File: config.mk
export PLATFORM = sky130hd
export DESIGN_NAME = icfu_ram
export DESIGN_NICKNAME = d
export VERILOG_FILES = /design/src/rtl/core/icfu_ram.sv
export SDC_FILE = /design/constraint.sdc
export NUM_CORES = 1
export LEC_CHECK = 0
export BUFFER_PORTS_ARGS = -buffer_cell sky130_fd_sc_hd__buf_4
export CORE_MARGIN = 5
export CORE_UTILIZATION = 60
export CTS_CLUSTER_DIAMETER = 100
export DETAILED_ROUTE_END_ITERATION = 10
export PLACE_DENSITY = 0.78
export SLEW_MARGIN = 40
export SYNTH_ARGS = -nofsm -noshare
export SYNTH_HDL_FRONTEND = slang
export SYNTH_SLANG_ARGS = --single-unit
File: constraint.sdc
create_clock -name clk -period 1.8 [get_ports clk]
set_input_delay 0 -clock clk [delete_from_list [all_inputs] [get_ports clk]]
set_output_delay 0 -clock clk [all_outputs]
set_load 0.02 [all_outputs]
File: src/rtl/core/icfu_ram.sv
// Generic simple dual-port synchronous RAM (one write, one read port), registered read.
// No dependencies.
`timescale 1ns / 1ps
module icfu_ram #(
    parameter int WIDTH = 8,
    parameter int DEPTH = 16
) (
    input  logic                     clk,
    input  logic                     we,
    input  logic [$clog2(DEPTH)-1:0] waddr,
    input  logic [WIDTH-1:0]         wdata,
    input  logic [$clog2(DEPTH)-1:0] raddr,
    output logic [WIDTH-1:0]         rdata
);
    logic [WIDTH-1:0] mem [DEPTH];

    always_ff @(posedge clk)
    begin
        if (we)
        begin
            mem[waddr] <= wdata;
        end
        rdata <= mem[raddr];
    end
endmodule

==> flow_metrics.py <==
metrics = {
    "pwr": {
        "leakage_nw": 2.15,
        "p_per_area_nw_per_um2": 1180,
        "p_total_w": 0.00736,
        "peakVddDrop_mv": 1.31,
    },
    "clocking": {
        "cts_tree": "done",
        "clockBufferDepth": 2,
        "clk_latency_ns": 0.50,
        "cts_sinks": 136,
        "htreeDepth": 4,
        "cts_made_buffers": 17,
        "cts_repair_resize_count": 0,
        "path_clk_slew_ns": 0.06,
        "cts_root_buf": "clkbuf_8",
    },
    "place": {
        "dpl.hpwl_um": 5940,
        "placed_area_um2": 5540,
        "placement.io_buffers": 25,
        "gp_congestion": 0.803,
    },
    "synth": {
        "post-synth-top-count-cell": "edfxtp_1",
        "synth_flop_cell": "edfxtp_1",
        "syn_nets": 247,
        "synth_edf_count": 128,
        "yosysUniqueCellTypes": 19,
        "ys_seq_elements": 136,
        "synth.top_cells.by_count": "edfxtp_1, mux4_2, a22oi_1",
        "async_reset_ff_share_pct": 0,
        "synth_cells": 229,
        "synth_area_leaders": "edfxtp_1, mux4_2, mux4_1",
        "yosysSeqAreaShare_pct": 77.8,
        "syn_avg_cell_area_um2": 22.5,
        "yosys.area.top_type": "edfxtp_1",
        "yosysWarnings": 0,
        "synth.top_cell.area_share_pct": 74.7,
        "syn-cell-area_um2": 5150,
    },
    "worst_setup_path": {
        "critPathKind": "reg -> reg",
        "endpoint_kind": "register",
        "cp_data_required_time_ns": 2.18,
        "cp_max_fo": 1,
        "cp-start-kind": "register",
        "cp.arrival_ns": 1.84,
    },
    "timing": {
        "worst_pin_slew_ns": 0.701,
        "fin_crit_ns": 1.46,
        "finalSetupViolCount": 0,
        "tns_ns": 0,
        "drv_slew": 0,
        "fin_worst_skew_ns": 0.00444,
        "whs_ns": 0.0206,
        "max_freq_mhz": 683,
        "rsz0062_at_grt": "no",
        "hold_viol": 0,
        "fin_crit_sh_pct": 81.3,
        "slew_headroom_pct": 53.1,
    },
    "grt": {
        "gr-usage-all-layers_pct": 21.6,
        "gr-total-overflow": 0,
        "grt_max_degree": 30,
        "grt_antenna_before_repair": 0,
        "first_global_vias": 2556,
        "grt_pass1_wl_um": 15300,
    },
    "layout": {
        "area_growth_pct": 21.0,
        "final_nets": 311,
        "antenna_cells": 0,
        "stdcell_area_um2": 6230,
        "drive_above_1_share_pct": 28.8,
    },
    "outcome": {
        "outcome": "completed",
    },
    "floorplanning": {
        "start_util_pct": 62.0,
        "die_w_um": 103,
        "fp.dieH_um": 103,
        "core_um2": 8300,
        "row_count": 33,
        "dieArea_um2": 10500,
        "io_pins": 26,
    },
    "routing": {
        "drtPass1Iterations": 4,
        "vias_per_cell": 6.17,
        "antenna_left": 0,
        "route.detailed.drc": 0,
        "drt-wirelength-per-cell_um": 24.4,
        "drtIter0Drc": 258,
        "vias": 2535,
        "routed_wl_um": 10000,
    },
    "worst_hold_path": {
        "worstHoldPathType": "in -> reg",
    },
    "flow_run": {
        "max-cap-violations": 0,
    },
}
-- routing by layer --
| layer | GRT usage (%) | up-vias | wire length, um |
|---|---|---|---|
| met5 | 0 | - | 0 |
| met4 | 7.37 | 0 | 70 |
| met3 | 4.87 | 6 | 716 |
| met2 | 34.1 | 113 | 5210 |
| met1 | 30.3 | 1315 | 4020 |
| li1 | - | 1101 | - |
-- kinds of logic (layout without fill, tap and decap cells) --
logic type / count (synthesis) / count (layout) / synth area share, %
compound gates: 16 / 16 / 2.33
buf+inv: 10 / 87 / 1.68
flops: 136 / 136 / 77.8
mux: 32 / 32 / 15.0
simple gates: 35 / 35 / 3.18
-- through the flow --
stage	setup WS, ns	util (%)	std cells
finish	0.337	75.0	411
global route	0.254	75.0	411
CTS	0.325	75.0	411
detailed placement	0.280	66.8	369
global placement	0.315	66.8	369
floorplan	0.307	-	229
-- critical path, cell delays in order (launching register included) --
cell and delay (ns):
edfxtp_1 0.39, mux4_1 0.50, a22oi_1 0.36, nand2_1 0.08
-- cell type report --
type                       instances  area [um2]
clock buffer                      22         433
clock inverter                    10         150
fill                             451        2070
multi-input combinational         83        1060
sequential                       136        4000
tap                              105         131
timing repair buffer              55         450
-- path summary, 6_finish.rpt --
path / to / cells past startpoint / slack, ns / from
worst max-delay path: rdata[3]$_DFF_P_ / 3 / 0.34 / mem[10][3]$_DFFE_PP_
worst min-delay path: mem[4][0]$_DFFE_PP_ / 3 / 0.02 / waddr[1]
worst max register to register: rdata[3]$_DFF_P_ / 3 / 0.34 / mem[10][3]$_DFFE_PP_
worst min register to register: rdata[0]$_DFF_P_ / 3 / 0.68 / mem[7][0]$_DFFE_PP_
-- flip-flops by register name, indices dropped and copies added (netlist names) --
signal and flops:
rdata 8, mem 128
-- repair_timing --
item	CTS	global route
hold buffers	10	0
endpoints found under the hold margin	135	0
buffers inserted	0	0
-- report_power, final --
group | internal (W) | switching, W | total, W
clock | 0.00223 | 0.00117 | 0.00341
sequential | 0.00354 | 0.0000280 | 0.00357
combinational | 0.000177 | 0.000208 | 0.000385
total | 0.00595 | 0.00141 | 0.00736
-- cells in the final DEF, fill, tap and decap left out, drive strengths merged, types with 5 or more instances in the layout --
cell,count
edfxtp,128
buf,45
mux4,32
clkbuf,22
a22oi,16
nor2,13
dlygate4sd3,10
nand2,9
dfxtp,8
clkinv,5
Power figures use the tool's default switching activity.
